--- config.mk ---
export PLATFORM = sky130hd
export DESIGN_NAME = assembly_text_tokenizer
export DESIGN_NICKNAME = d
export VERILOG_FILES = /design/src/hw/rtl/asmtok_pkg.sv /design/src/hw/rtl/asmtok_scan.sv /design/src/hw/rtl/asmtok_outq.sv /design/src/hw/rtl/assembly_text_tokenizer.sv
export VERILOG_INCLUDE_DIRS = /design/src /design/src/hw/rtl
export SDC_FILE = /design/constraint.sdc
export NUM_CORES = 1
export LEC_CHECK = 0
export ABC_AREA = 1
export BUFFER_PORTS_ARGS = -buffer_cell sky130_fd_sc_hd__buf_2
export CAP_MARGIN = 20
export CORE_MARGIN = 10
export CORE_UTILIZATION = 45
export CTS_CLUSTER_SIZE = 16
export DETAILED_ROUTE_END_ITERATION = 7
export PLACE_DENSITY = 0.63
export SYNTH_ARGS = -nofsm -noshare
export SYNTH_HDL_FRONTEND = slang
export SYNTH_SLANG_ARGS = --single-unit
--- constraint.sdc ---
create_clock -name clk -period 11 [get_ports clk]
set_clock_uncertainty 0.05 [all_clocks]
set_input_delay 1.1 -clock clk [delete_from_list [all_inputs] [get_ports clk]]
set_output_delay 1.1 -clock clk [all_outputs]
set_load 0.02 [all_outputs]
--- src/hw/rtl/assembly_text_tokenizer_macros.svh ---
// Assertion macros for the assembly text tokenizer.
// Included by the top level; expects clk and rst_n in scope.
`ifndef ASSEMBLY_TEXT_TOKENIZER_MACROS_SVH
`define ASSEMBLY_TEXT_TOKENIZER_MACROS_SVH

// Same-cycle implication, muted while in reset
`define ASMTOK_ASSERT_HOLDS(label, ante, cons, msg) \
  label: assert property (@(posedge clk) disable iff (!rst_n) (ante) |-> (cons)) \
    else $error(msg);

// Next-cycle implication, muted while in reset
`define ASMTOK_ASSERT_NEXT(label, ante, cons, msg) \
  label: assert property (@(posedge clk) disable iff (!rst_n) (ante) |=> (cons)) \
    else $error(msg);

`endif

--- src/hw/rtl/asmtok_pkg.sv ---
// Shared types, character codes and helpers for the assembly text tokenizer.
// No dependencies.
package asmtok_pkg;

  localparam int unsigned OUTQ_DEPTH = 6;

  localparam logic [7:0] CH_SPACE = 8'h20;
  localparam logic [7:0] CH_COMMA = 8'h2C;
  localparam logic [7:0] CH_COLON = 8'h3A;
  localparam logic [7:0] CH_NL    = 8'h0A;
  localparam logic [7:0] CH_HASH  = 8'h23;

  localparam logic [4:0]  DEC_LEN_MAX = 5'd16;
  localparam logic [4:0]  HEX_LEN_MAX = 5'd16;
  localparam logic [4:0]  ID_LEN_MAX  = 5'd8;
  localparam logic [31:0] DEC_MAX     = 32'hFFFF_FFFF;

  typedef enum logic [2:0] {
    KIND_COMMA   = 3'd0,
    KIND_COLON   = 3'd1,
    KIND_NEWLINE = 3'd2,
    KIND_DEC     = 3'd3,
    KIND_HEX     = 3'd4,
    KIND_IDENT   = 3'd5,
    KIND_EOF     = 3'd6,
    KIND_ERROR   = 3'd7
  } token_kind_t;

  typedef enum logic [4:0] {
    MODE_IDLE   = 5'b00001,
    MODE_DEC    = 5'b00010,
    MODE_HEX    = 5'b00100,
    MODE_IDENT  = 5'b01000,
    MODE_HALTED = 5'b10000
  } scan_mode_t;

  typedef struct packed {
    logic [7:0] text_byte;
    logic       end_of_text;
  } in_item_t;

  typedef struct packed {
    token_kind_t token_kind;
    logic [63:0] token_value;
    logic [4:0]  text_length;
    logic        too_long;
    logic [7:0]  bad_byte;
    logic        last_of_item;
  } out_item_t;

  // Up to two tokens produced by one text beat
  typedef struct packed {
    logic [1:0] n;
    out_item_t  first;
    out_item_t  second;
  } asmtok_push_t;

  function automatic logic is_digit(input logic [7:0] b);
    return (b >= 8'h30) && (b <= 8'h39);
  endfunction

  function automatic logic is_hexch(input logic [7:0] b);
    return is_digit(b) || ((b >= 8'h61) && (b <= 8'h66));
  endfunction

  function automatic logic is_upper(input logic [7:0] b);
    return (b >= 8'h41) && (b <= 8'h5A);
  endfunction

  // '0'..'9' map through the low nibble; 'a'..'f' have low nibble 1..6
  function automatic logic [3:0] nibble(input logic [7:0] b);
    return is_digit(b) ? b[3:0] : (b[3:0] + 4'd9);
  endfunction

  function automatic out_item_t mk_tok(input token_kind_t kind, input logic [63:0] value,
                                       input logic [4:0] len, input logic tl,
                                       input logic [7:0] bad);
    out_item_t t;
    t.token_kind   = kind;
    t.token_value  = value;
    t.text_length  = len;
    t.too_long     = tl;
    t.bad_byte     = bad;
    t.last_of_item = 1'b0;
    return t;
  endfunction

endpackage

--- src/hw/rtl/asmtok_scan.sv ---
// Scanner state and per-beat token decode for the assembly text tokenizer.
// Depends on asmtok_pkg.
module asmtok_scan import asmtok_pkg::*; (
  input  logic         clk,
  input  logic         rst_n,
  input  logic         item_v,
  input  in_item_t     item,
  output asmtok_push_t push
);

  scan_mode_t  mode_r, mode_nxt;
  logic [63:0] acc_r, acc_nxt;
  logic [4:0]  cnt_r, cnt_nxt;
  logic        ovf_r, ovf_nxt;

  logic [7:0]  b;
  logic        pend;
  token_kind_t flush_kind;
  out_item_t   flush_tok;
  out_item_t   tok;
  logic        tok_v;
  logic [35:0] dec_base;
  logic [35:0] dec_prod;

  assign b        = item.text_byte;
  assign pend     = (mode_r == MODE_DEC) || (mode_r == MODE_HEX) || (mode_r == MODE_IDENT);
  assign dec_base = {4'b0, acc_r[31:0]};
  // times ten as two shifts; a decimal accumulator never exceeds 32 bits
  assign dec_prod = (dec_base << 3) + (dec_base << 1) + {32'b0, b[3:0]};

  always_comb begin
    priority if (mode_r == MODE_DEC) begin
      flush_kind = KIND_DEC;
    end else if (mode_r == MODE_HEX) begin
      flush_kind = KIND_HEX;
    end else begin
      flush_kind = KIND_IDENT;
    end
    flush_tok = mk_tok(flush_kind, acc_r, cnt_r, ovf_r, 8'h00);
  end

  always_comb begin
    mode_nxt = mode_r;
    acc_nxt  = acc_r;
    cnt_nxt  = cnt_r;
    ovf_nxt  = ovf_r;
    push     = '0;
    tok      = '0;
    tok_v    = 1'b0;

    if (item_v) begin
      priority if (item.end_of_text) begin
        // flush whatever is pending, then eof, then back to reset state
        if (pend) begin
          push.n      = 2'd2;
          push.first  = flush_tok;
          push.second = mk_tok(KIND_EOF, 64'd0, 5'd0, 1'b0, 8'h00);
          push.second.last_of_item = 1'b1;
        end else begin
          push.n     = 2'd1;
          push.first = mk_tok(KIND_EOF, 64'd0, 5'd0, 1'b0, 8'h00);
          push.first.last_of_item = 1'b1;
        end
        mode_nxt = MODE_IDLE;
        acc_nxt  = '0;
        cnt_nxt  = '0;
        ovf_nxt  = 1'b0;
      end else if (mode_r == MODE_HALTED) begin
        // drop bytes until end of text
      end else if ((mode_r == MODE_DEC) && is_digit(b)) begin
        if (dec_prod[35:32] != 4'd0) begin
          acc_nxt = {32'b0, DEC_MAX};
          ovf_nxt = 1'b1;
        end else begin
          acc_nxt = {28'b0, dec_prod};
        end
        if (cnt_r < DEC_LEN_MAX) begin
          cnt_nxt = cnt_r + 5'd1;
        end
      end else if ((mode_r == MODE_HEX) && is_hexch(b)) begin
        if (cnt_r < HEX_LEN_MAX) begin
          acc_nxt = {acc_r[59:0], nibble(b)};
          cnt_nxt = cnt_r + 5'd1;
        end else begin
          ovf_nxt = 1'b1;
        end
      end else if ((mode_r == MODE_IDENT) && (is_upper(b) || is_digit(b))) begin
        if (cnt_r < ID_LEN_MAX) begin
          acc_nxt = {acc_r[55:0], b};
          cnt_nxt = cnt_r + 5'd1;
        end else begin
          ovf_nxt = 1'b1;
        end
      end else begin
        // pending token ends here; start from a clean slate
        mode_nxt = MODE_IDLE;
        acc_nxt  = '0;
        cnt_nxt  = '0;
        ovf_nxt  = 1'b0;
        priority if (b == CH_SPACE) begin
          tok_v = 1'b0;
        end else if (b == CH_COMMA) begin
          tok_v = 1'b1;
          tok   = mk_tok(KIND_COMMA, 64'd0, 5'd0, 1'b0, 8'h00);
        end else if (b == CH_COLON) begin
          tok_v = 1'b1;
          tok   = mk_tok(KIND_COLON, 64'd0, 5'd0, 1'b0, 8'h00);
        end else if (b == CH_NL) begin
          tok_v = 1'b1;
          tok   = mk_tok(KIND_NEWLINE, 64'd0, 5'd0, 1'b0, 8'h00);
        end else if (b == CH_HASH) begin
          mode_nxt = MODE_DEC;
        end else if (is_hexch(b)) begin
          mode_nxt = MODE_HEX;
          acc_nxt  = {60'b0, nibble(b)};
          cnt_nxt  = 5'd1;
        end else if (is_upper(b)) begin
          mode_nxt = MODE_IDENT;
          acc_nxt  = {56'b0, b};
          cnt_nxt  = 5'd1;
        end else begin
          tok_v    = 1'b1;
          tok      = mk_tok(KIND_ERROR, 64'd0, 5'd0, 1'b0, b);
          mode_nxt = MODE_HALTED;
        end
        tok.last_of_item = 1'b1;
        priority if (pend && tok_v) begin
          push.n      = 2'd2;
          push.first  = flush_tok;
          push.second = tok;
        end else if (pend) begin
          push.n     = 2'd1;
          push.first = flush_tok;
          push.first.last_of_item = 1'b1;
        end else if (tok_v) begin
          push.n     = 2'd1;
          push.first = tok;
        end else begin
          push.n = 2'd0;
        end
      end
    end
  end

  always_ff @(posedge clk) begin
    if (!rst_n) begin
      mode_r <= MODE_IDLE;
      acc_r  <= '0;
      cnt_r  <= '0;
      ovf_r  <= 1'b0;
    end else begin
      mode_r <= mode_nxt;
      acc_r  <= acc_nxt;
      cnt_r  <= cnt_nxt;
      ovf_r  <= ovf_nxt;
    end
  end

endmodule

--- src/hw/rtl/asmtok_outq.sv ---
// Result queue for the assembly text tokenizer: takes up to two tokens per
// cycle and hands them out one beat at a time. Depends on asmtok_pkg.
module asmtok_outq import asmtok_pkg::*; #(
  parameter int unsigned QDEPTH = OUTQ_DEPTH
) (
  input  logic                           clk,
  input  logic                           rst_n,
  input  asmtok_push_t                   push,
  output logic                           out_valid,
  input  logic                           out_stall,
  output out_item_t                      out_data,
  output logic [$clog2(QDEPTH+1)-1:0]    q_count
);

  localparam int unsigned PW = $clog2(QDEPTH);
  localparam int unsigned CW = $clog2(QDEPTH + 1);

  out_item_t         mem_r [QDEPTH];
  logic [PW-1:0]     wr_r, wr_nxt;
  logic [PW-1:0]     rd_r, rd_nxt;
  logic [CW-1:0]     cnt_r, cnt_nxt;
  logic [PW-1:0]     wr_plus1;
  logic              pop;

  function automatic logic [PW-1:0] wrap_inc(input logic [PW-1:0] p);
    return (p == PW'(QDEPTH - 1)) ? '0 : (p + 1'b1);
  endfunction

  assign wr_plus1  = wrap_inc(wr_r);
  assign out_valid = (cnt_r != '0);
  assign out_data  = mem_r[rd_r];
  assign q_count   = cnt_r;
  assign pop       = out_valid && !out_stall;

  always_comb begin
    unique case (push.n)
      2'd1:    wr_nxt = wr_plus1;
      2'd2:    wr_nxt = wrap_inc(wr_plus1);
      default: wr_nxt = wr_r;
    endcase
    rd_nxt  = pop ? wrap_inc(rd_r) : rd_r;
    cnt_nxt = cnt_r + CW'(push.n) - CW'(pop);
  end

  always_ff @(posedge clk) begin
    if (push.n != 2'd0) begin
      mem_r[wr_r] <= push.first;
    end
    if (push.n == 2'd2) begin
      mem_r[wr_plus1] <= push.second;
    end
  end

  always_ff @(posedge clk) begin
    if (!rst_n) begin
      wr_r  <= '0;
      rd_r  <= '0;
      cnt_r <= '0;
    end else begin
      wr_r  <= wr_nxt;
      rd_r  <= rd_nxt;
      cnt_r <= cnt_nxt;
    end
  end

endmodule

--- src/hw/rtl/assembly_text_tokenizer.sv ---
// Assembly text tokenizer, top level. One text beat a cycle while in_stall is low;
// a taken beat is registered in the staging register, decoded by the scanner, and
// its tokens are written to the result queue, which offers them on out_ in order.
// Rate is one text beat per cycle while the result queue (QDEPTH entries) drains;
// beats that make two tokens need two output beats. Synchronous active-low reset
// clears the scanner mode, token counters and the queue pointers; no clearing pass.
`include "assembly_text_tokenizer_macros.svh"

module assembly_text_tokenizer import asmtok_pkg::*; #(
  parameter int unsigned QDEPTH = OUTQ_DEPTH
) (
  input  logic      clk,
  input  logic      rst_n,
  input  logic      in_valid,
  output logic      in_stall,
  input  in_item_t  in_data,
  output logic      out_valid,
  input  logic      out_stall,
  output out_item_t out_data
);

  localparam int unsigned CW = $clog2(QDEPTH + 1);

  logic          pipe_v_r, pipe_v_nxt;
  in_item_t      pipe_d_r;
  asmtok_push_t  push;
  logic [CW-1:0] q_count;
  logic          in_acc;

  // hold input while the queue could not absorb two tokens from each beat in flight
  assign in_stall   = ({1'b0, q_count} + {{(CW - 1){1'b0}}, pipe_v_r, 1'b0}) >
                      (CW + 1)'(QDEPTH - 2);
  assign in_acc     = in_valid && !in_stall;
  assign pipe_v_nxt = in_acc;

  always_ff @(posedge clk) begin
    if (!rst_n) begin
      pipe_v_r <= 1'b0;
    end else begin
      pipe_v_r <= pipe_v_nxt;
    end
  end

  always_ff @(posedge clk) begin
    if (in_acc) begin
      pipe_d_r <= in_data;
    end
  end

  asmtok_scan u_scan (
    .clk    (clk),
    .rst_n  (rst_n),
    .item_v (pipe_v_r),
    .item   (pipe_d_r),
    .push   (push)
  );

  asmtok_outq #(
    .QDEPTH (QDEPTH)
  ) u_outq (
    .clk       (clk),
    .rst_n     (rst_n),
    .push      (push),
    .out_valid (out_valid),
    .out_stall (out_stall),
    .out_data  (out_data),
    .q_count   (q_count)
  );

  `ASMTOK_ASSERT_HOLDS(a_last_marks_final, push.n != 2'd0, (push.n == 2'd1) ? push.first.last_of_item : (push.second.last_of_item && !push.first.last_of_item), "last_of_item not on final token of beat")
  `ASMTOK_ASSERT_HOLDS(a_queue_room, pipe_v_r, ({1'b0, q_count} + (CW + 1)'(push.n)) <= (CW + 1)'(QDEPTH), "result queue overrun")
  `ASMTOK_ASSERT_NEXT(a_accept_loads_pipe, in_acc, pipe_v_r, "accepted beat not staged")
  `ASMTOK_ASSERT_NEXT(a_push_shows_out, push.n != 2'd0, out_valid, "pushed token not offered")

endmodule

==> After elaboration in Yosys (flattened, before gate mapping) <==
Memory sizes are Yosys's and may differ from the RTL's. A register that Yosys moved wholly into a read port is not among the register bits.
Index checks and enable logic that the tools add are counted.
{ "totals": {"regBits": 94, "ram_bits": 492, "out_inout_bits": 84, "memories": 1} }
{ "op_classes": {"n_addsub": 10, "order_cmp": 9, "n_eq_ne": 23, "muxes": 95, "reduce_logical": 23} }
{ "memory_table": {"columns": ["memory", "words", "width", "read_ports", "rd_ports_with_merged_regs", "write_ports", "line_no", "source"], "rows": [
  ["u_outq.mem_r", 6, 82, 1, 1, 2, "asmtok_outq.sv:18", "out_item_t mem_r [QDEPTH];"]
]} }
{ "op_table": {"columns": ["cell", "count"], "rows": [
  ["166-bit two-way mux", 6],
  ["64-bit two-way mux", 13],
  ["82-bit two-way mux", 10],
  ["84-bit two-way mux", 3],
  ["5-bit two-way mux", 25],
  ["35-bit by 33-bit adder with 36-bit output", 1],
  ["36-bit by 4-bit adder with 36-bit output", 1],
  ["36-bit two-way mux", 1],
  ["8-bit by 6-bit equality test with 1-bit output (second input constant)", 4],
  ["1-bit two-way mux", 28],
  ["3-bit two-way mux", 6],
  ["8-bit by 7-bit greater-or-equal comparator with 1-bit output (second input constant)", 2],
  ["8-bit by 7-bit <= comparator with 1-bit output (second input constant)", 2],
  ["5-bit by 3-bit inequality test with 1-bit output (second input constant)", 2],
  ["5-bit AND reduction", 2],
  ["3-bit by 1-bit adder with 3-bit output (second input constant)", 3],
  ["3-bit equality test (second input constant)", 3],
  ["1-bit logical AND", 9],
  ["8-bit by 4-bit equality test with 1-bit output (second input constant)", 1],
  ["8-bit by 6-bit greater-or-equal comparator with 1-bit output (second input constant)", 1],
  ["8-bit by 6-bit <= comparator with 1-bit output (second input constant)", 1],
  ["8-bit two-way mux", 1],
  ["2-bit inequality test (second input constant)", 4],
  ["3-bit one-hot mux with 2 select lines", 1],
  ["25 further kinds", 30]
]} }

==> Depth between registers and ports, before layout <==
{ "logic_depth": {"word_depth": 27, "depth_mapped": 26, "mapped_depth_nobuf": 23} }

==> Cells and area by module <==
From an unflattened synthesis, not the netlist that was laid out.
{ "hier_totals": {"hier_cells": 4033, "hier_area_um2": 33463.3} }
{ "by_module_without_submodules": {"columns": ["module", "n_inst", "cells_each", "area_per_inst_um2", "seq_area_each_um2"], "rows": [
  ["asmtok_outq", 1, 2672, 24671.2, 15014.4],
  ["asmtok_scan", 1, 1341, 8430.6, 1501.4],
  ["assembly_text_tokenizer", 1, 20, 361.6, 290.3]
]} }

==> Worst setup path before layout <==
OpenSTA, ideal clock, no wires.
{ "synth_timing": {"path_kind": "register to register", "startpoint": "reg pipe_d_r[1] (netlist bit)", "endpoint": "mem u_outq.mem_r[3][0] (netlist bit), enable pin", "setup_ns": 0.381, "t_arrival_ns": 4.134, "required_time_ns": 10.569, "setup_slack_ns": 6.435, "stages_incl_launch_ff": 26, "n_path_buf": 3, "period_less_slack_ns": 4.565, "path_cell_list": "edfxtp_1 inv_1 ha_1 inv_1 nand3_1 nand3_4 nand2_4 nor2_1 nand2_1 nand2_1 inv_1 nor2_1 ha_1 clkbuf_1 inv_1 nor2_1 o21a_1 clkbuf_1 inv_1 ha_1 nor2_1 inv_1 nor2_1 inv_1 nand2_1 clkbuf_1"} }
{ "synth_rtl": {"columns": ["item", "line_no", "source"], "rows": [
  ["from (decl)", "assembly_text_tokenizer.sv:25", "in_item_t pipe_d_r;"],
  ["from (signal assigned)", "assembly_text_tokenizer.sv:46", "pipe_d_r <= in_data;"],
  ["to (decl)", "asmtok_outq.sv:18", null]
]} }

==> impl_metrics.csv <==
group,metric,value,unit
flow_run,timing.max_cap.violations,0,
worst_setup_path,crit_path_max_fanout,75,
sta,min_period,5.85,ns
worst_setup_path,critical_path.endpoint_type,"flip-flop",
layout,fill_cell_instance_count_of_the_final_layout,6329,
global_route,global_route.overflow_total,0,
detailed_routing,wl_met2,39.0,mm
place,io_port_bufs,96,
detailed_routing,dr_wl_met3,4.33,mm
sta,final_hold_viol_count,0,
worst_setup_path,timing.reg2reg.worst_path_depth,26,
pwr,clkPwrFrac,0.361,
floorplanning,ios,97,
logic_synthesis,synthesis_warnings,0,
global_route,grt_start_max_net_pins,108,
layout,final_common_cell,"sky130_fd_sc_hd__nand2_1",
sta,final.setup.worst_slack,5.15,ns
logic_synthesis,synth.yosys.seq_area_share,0.435,
pwr,power_switching_share,0.329,
detailed_routing,drtPass1Iterations,6,
layout,n_diodes,0,
logic_synthesis,postSynthNetCount,3926,
place,gp_congestion,0.934,
place,placed_area,29600,um2
layout,area_growth_syn_to_fin,10.4,%
global_route,number_of_global_route_vias_before_repair,24400,
hold_path,hold_path_depth,2,
detailed_routing,routedLengthMet1,39.4,mm
logic_synthesis,synth_top_family_by_area,"compound AO/OA/AOI/OAI gates",
clocking,cts_hold_buffers,0,
clocking,clockBufferDepth,3,
detailed_routing,viasPerCell,5.61,
place,post-place-ws,5.02,ns
worst_setup_path,critical_path_class,"reg -> reg",
pwr,totalPowerFinal,6.38,mW
logic_synthesis,synth_async_sr_flop_share,0,
worst_setup_path,crit_arrival,6.23,ns
outcome,run_status,"complete, no violations",
layout,utilization,0.504,
pwr,power.density_cell_area,200,nW/um2
pwr,seq_power_share,0.404,
pwr,ir_worst_vdd,0.129,mV
place,dpl.cell_count,4523,
sta,timing_worst_slew_pin_value,1.12,ns
floorplanning,dieArea,74900,um2
worst_setup_path,worst-endpoint-required,11.39,ns
sta,report.final.slew_viol_count,0,
detailed_routing,route.detailed.wl_per_inst,18.2,um
logic_synthesis,synth.distinct_cells,51,
worst_setup_path,cp-start-kind,"flip-flop",
global_route,number_of_antenna_violations_at_the_first_check_in_global_routing,0,
sta,min_period_over_period,0.531,
logic_synthesis,post_synth_xor_area_fraction,0.00908,
clocking,clock_root_buffer,"sky130_fd_sc_hd__clkbuf_16",
sta,tns,0,ns
detailed_routing,aggregate_routed_wire_length,84.4,mm
clocking,cts_sinks,589,
pwr,total_switching_power,2.10,mW
layout,num-nets-final,3841,
logic_synthesis,synth.ff_latch_count,589,
logic_synthesis,synth_enable_flop_cells,81,
pwr,comb_power_share,0.235,
clocking,cts_setup_buffers,0,
detailed_routing,via_count,26000,
sta,grt_setup_unrepaired,"no",
sta,setup-violations-final,0,
global_route,grtUsageTotal,0.220,
hold_path,min_path_type,"reg -> reg",
logic_synthesis,synth-main-ff-cell,"sky130_fd_sc_hd__dfxtp_1",
floorplanning,die_w,274,um
floorplanning,placeableCoreArea,63400,um2
global_route,grt_pass1_wl,135,mm
logic_synthesis,synth.avg_cell_area,7.55,um2
layout,layout_common_cells,"sky130_fd_sc_hd__nand2_1, sky130_fd_sc_hd__dfxtp_1, sky130_fd_sc_hd__o21ai_0, sky130_fd_sc_hd__inv_1, sky130_fd_sc_hd__a21oi_1",
detailed_routing,drc_errors,0,
logic_synthesis,synthesis.area,28900,um2
logic_synthesis,synth_compound_gate_area_share,0.224,
logic_synthesis,synthMuxAreaShare,0.000692,
layout,final-instance-count-excl-fill,4646,
sta,clock.fmax,171,MHz
layout,layout-drive-gt1-share,0.0853,
clocking,cts.clk_slew.worst_paths,0.06,ns
floorplanning,std_cell_rows,92,
pwr,total_leakage_power,12.9,nW
logic_synthesis,synth_cells,3833,
detailed_routing,top_signal_layer_used,"met4",
clocking,clkLatencyLatePin,0.62,ns
layout,layout.cell_area.non_filler,32000,um2
logic_synthesis,synth_adder_area_share,0.0354,
pwr,power_report.internal_total,4.28,mW
detailed_routing,initialDrtViolationCount,2269,
logic_synthesis,fraction_of_the_mapped_netlist_area_in_simple_logic_gates,0.203,
sta,hold_slack,0.424,ns
clocking,cts_tree,"done",
clocking,h-tree-depth,3,
floorplanning,initial_utilization,0.456,
floorplanning,floorplan.die.height,274,um
sta,max-slew-margin-rel,0.250,
detailed_routing,ant_nets,0,
clocking,cts_resized,0,
place,dpl.hpwl,52.3,mm
clocking,cts_inserted_buffers,68,
-- cell families (layout without fill, tap and decap cells) --
kind of cell | after synthesis | after routing
AND/OR/NAND/NOR | 1271 | 1271
AO/OA/AOI/OAI | 1180 | 1180
buffers and inverters | 681 | 648
flip-flops | 589 | 589
adder cells (fa/ha/maj) | 80 | 80
XOR/XNOR | 30 | 30
multiplexers | 2 | 2
-- cell usage after synthesis (3+ instances only) --
| cell type | count | share of area |
|---|---|---|
| sky130_fd_sc_hd__nand3_1 | 366 | 0.063 |
| sky130_fd_sc_hd__o22ai_1 | 299 | 0.065 |
| sky130_fd_sc_hd__nand3_4 | 29 | 0.018 |
| sky130_fd_sc_hd__nand3b_1 | 3 | 0.00078 |
| sky130_fd_sc_hd__o21ai_1 | 15 | 0.0026 |
| sky130_fd_sc_hd__dfxtp_1 | 508 | 0.35 |
| sky130_fd_sc_hd__buf_2 | 27 | 0.0047 |
| sky130_fd_sc_hd__xnor2_1 | 20 | 0.0061 |
| sky130_fd_sc_hd__nand3_2 | 11 | 0.0038 |
| sky130_fd_sc_hd__a21oi_1 | 370 | 0.064 |
| sky130_fd_sc_hd__a31oi_1 | 4 | 0.00086 |
| sky130_fd_sc_hd__buf_12 | 3 | 0.0021 |
| sky130_fd_sc_hd__a32oi_1 | 23 | 0.0070 |
| sky130_fd_sc_hd__a32o_1 | 12 | 0.0041 |
| sky130_fd_sc_hd__nor3_1 | 13 | 0.0022 |
| sky130_fd_sc_hd__ha_1 | 77 | 0.033 |
| sky130_fd_sc_hd__o21bai_1 | 4 | 0.0010 |
| sky130_fd_sc_hd__inv_2 | 12 | 0.0016 |
| sky130_fd_sc_hd__xor2_1 | 10 | 0.0030 |
| sky130_fd_sc_hd__fa_1 | 3 | 0.0021 |
| sky130_fd_sc_hd__nor3_2 | 5 | 0.0017 |
| sky130_fd_sc_hd__buf_1 | 20 | 0.0026 |
| sky130_fd_sc_hd__nand2_2 | 7 | 0.0015 |
| sky130_fd_sc_hd__o211ai_1 | 3 | 0.00078 |
| sky130_fd_sc_hd__o21ai_0 | 442 | 0.076 |
| sky130_fd_sc_hd__buf_4 | 5 | 0.0013 |
| sky130_fd_sc_hd__nor2_1 | 229 | 0.030 |
| sky130_fd_sc_hd__nand2_1 | 576 | 0.075 |
| sky130_fd_sc_hd__edfxtp_1 | 81 | 0.084 |
| sky130_fd_sc_hd__nand4_1 | 18 | 0.0039 |
| sky130_fd_sc_hd__clkbuf_1 | 226 | 0.029 |
| sky130_fd_sc_hd__inv_1 | 383 | 0.050 |
| sky130_fd_sc_hd__or2_2 | 4 | 0.00086 |
-- power groups by stage --
stage	registers (mW)	clock network, mW	logic, mW
after floorplan	2.56	0	1.13
final	2.58	2.31	1.50
after global placement	2.62	0	1.48
after detailed placement	2.62	0	1.49
after CTS	2.58	2.34	1.50
after global routing	2.61	2.43	1.66
-- layer usage --
metal  track usage  vias to the layer above
li1              -                    13000
met1         0.301                    12300
met5             0                        -
met3        0.0305                      117
met4        0.0541                        0
met2         0.359                      660
-- cell type report --
type                    count  area [um2]  share of cell area
multi-input cells        2563       13700               0.429
flip-flops and latches    589       12600               0.395
clock buffers              97        1950              0.0611
inverters                 398        1510              0.0473
well taps                 846        1060              0.0331
repair buffers            128         761              0.0238
clock inverters            25         337              0.0105
-- worst max-delay path: stages, from the launching register on --
cell,delay [ns]
sky130_fd_sc_hd__edfxtp_1,0.44
sky130_fd_sc_hd__inv_1,0.16
sky130_fd_sc_hd__ha_1,0.28
sky130_fd_sc_hd__inv_1,0.09
sky130_fd_sc_hd__nand3_1,0.14
sky130_fd_sc_hd__nand3_4,0.20
sky130_fd_sc_hd__nand2_4,0.10
sky130_fd_sc_hd__nor2_1,0.13
sky130_fd_sc_hd__nand2_1,0.09
sky130_fd_sc_hd__nand2_1,0.07
sky130_fd_sc_hd__inv_1,0.07
sky130_fd_sc_hd__nor2_1,0.10
sky130_fd_sc_hd__ha_1,0.33
sky130_fd_sc_hd__inv_1,0.07
sky130_fd_sc_hd__nor2_1,0.15
sky130_fd_sc_hd__o21a_1,0.28
sky130_fd_sc_hd__inv_1,0.10
sky130_fd_sc_hd__ha_1,0.25
sky130_fd_sc_hd__nor2_1,0.23
sky130_fd_sc_hd__inv_1,0.09
sky130_fd_sc_hd__nor2_1,0.56
sky130_fd_sc_hd__clkinv_2,0.10
sky130_fd_sc_hd__buf_4,0.43
sky130_fd_sc_hd__nand2_4,0.19
sky130_fd_sc_hd__buf_4,0.42
sky130_fd_sc_hd__buf_16,0.32
sky130_fd_sc_hd__o22ai_1,0.12
-- flip-flops by register name, indices dropped and copies added, names as in the netlist, named ones only --
signal / flops
u_outq.wr_r: 3
u_scan.acc_r: 64
u_outq.mem_r: 492
pipe_d_r: 9
u_scan.ovf_r: 1
u_outq.rd_r: 3
u_outq.q_count: 3
u_scan.cnt_r: 5
pipe_v_r: 1
u_scan.mode_r: 5
-- path summary, 6_finish.rpt --
path / from / to / slack [ns]
hold reg to reg: u_outq.mem_r[4][32]$_SDFFE_PP0P_ / u_outq.mem_r[4][32]$_SDFFE_PP0P_ / 0.42
setup / recovery: pipe_d_r[1]$_DFFE_PP_ / u_outq.mem_r[1][47]$_SDFFE_PP0P_ / 5.15
hold / removal: u_outq.mem_r[4][32]$_SDFFE_PP0P_ / u_outq.mem_r[4][32]$_SDFFE_PP0P_ / 0.42
setup reg to reg: pipe_d_r[1]$_DFFE_PP_ / u_outq.mem_r[1][47]$_SDFFE_PP0P_ / 5.15
Power figures use the tool's default switching activity.
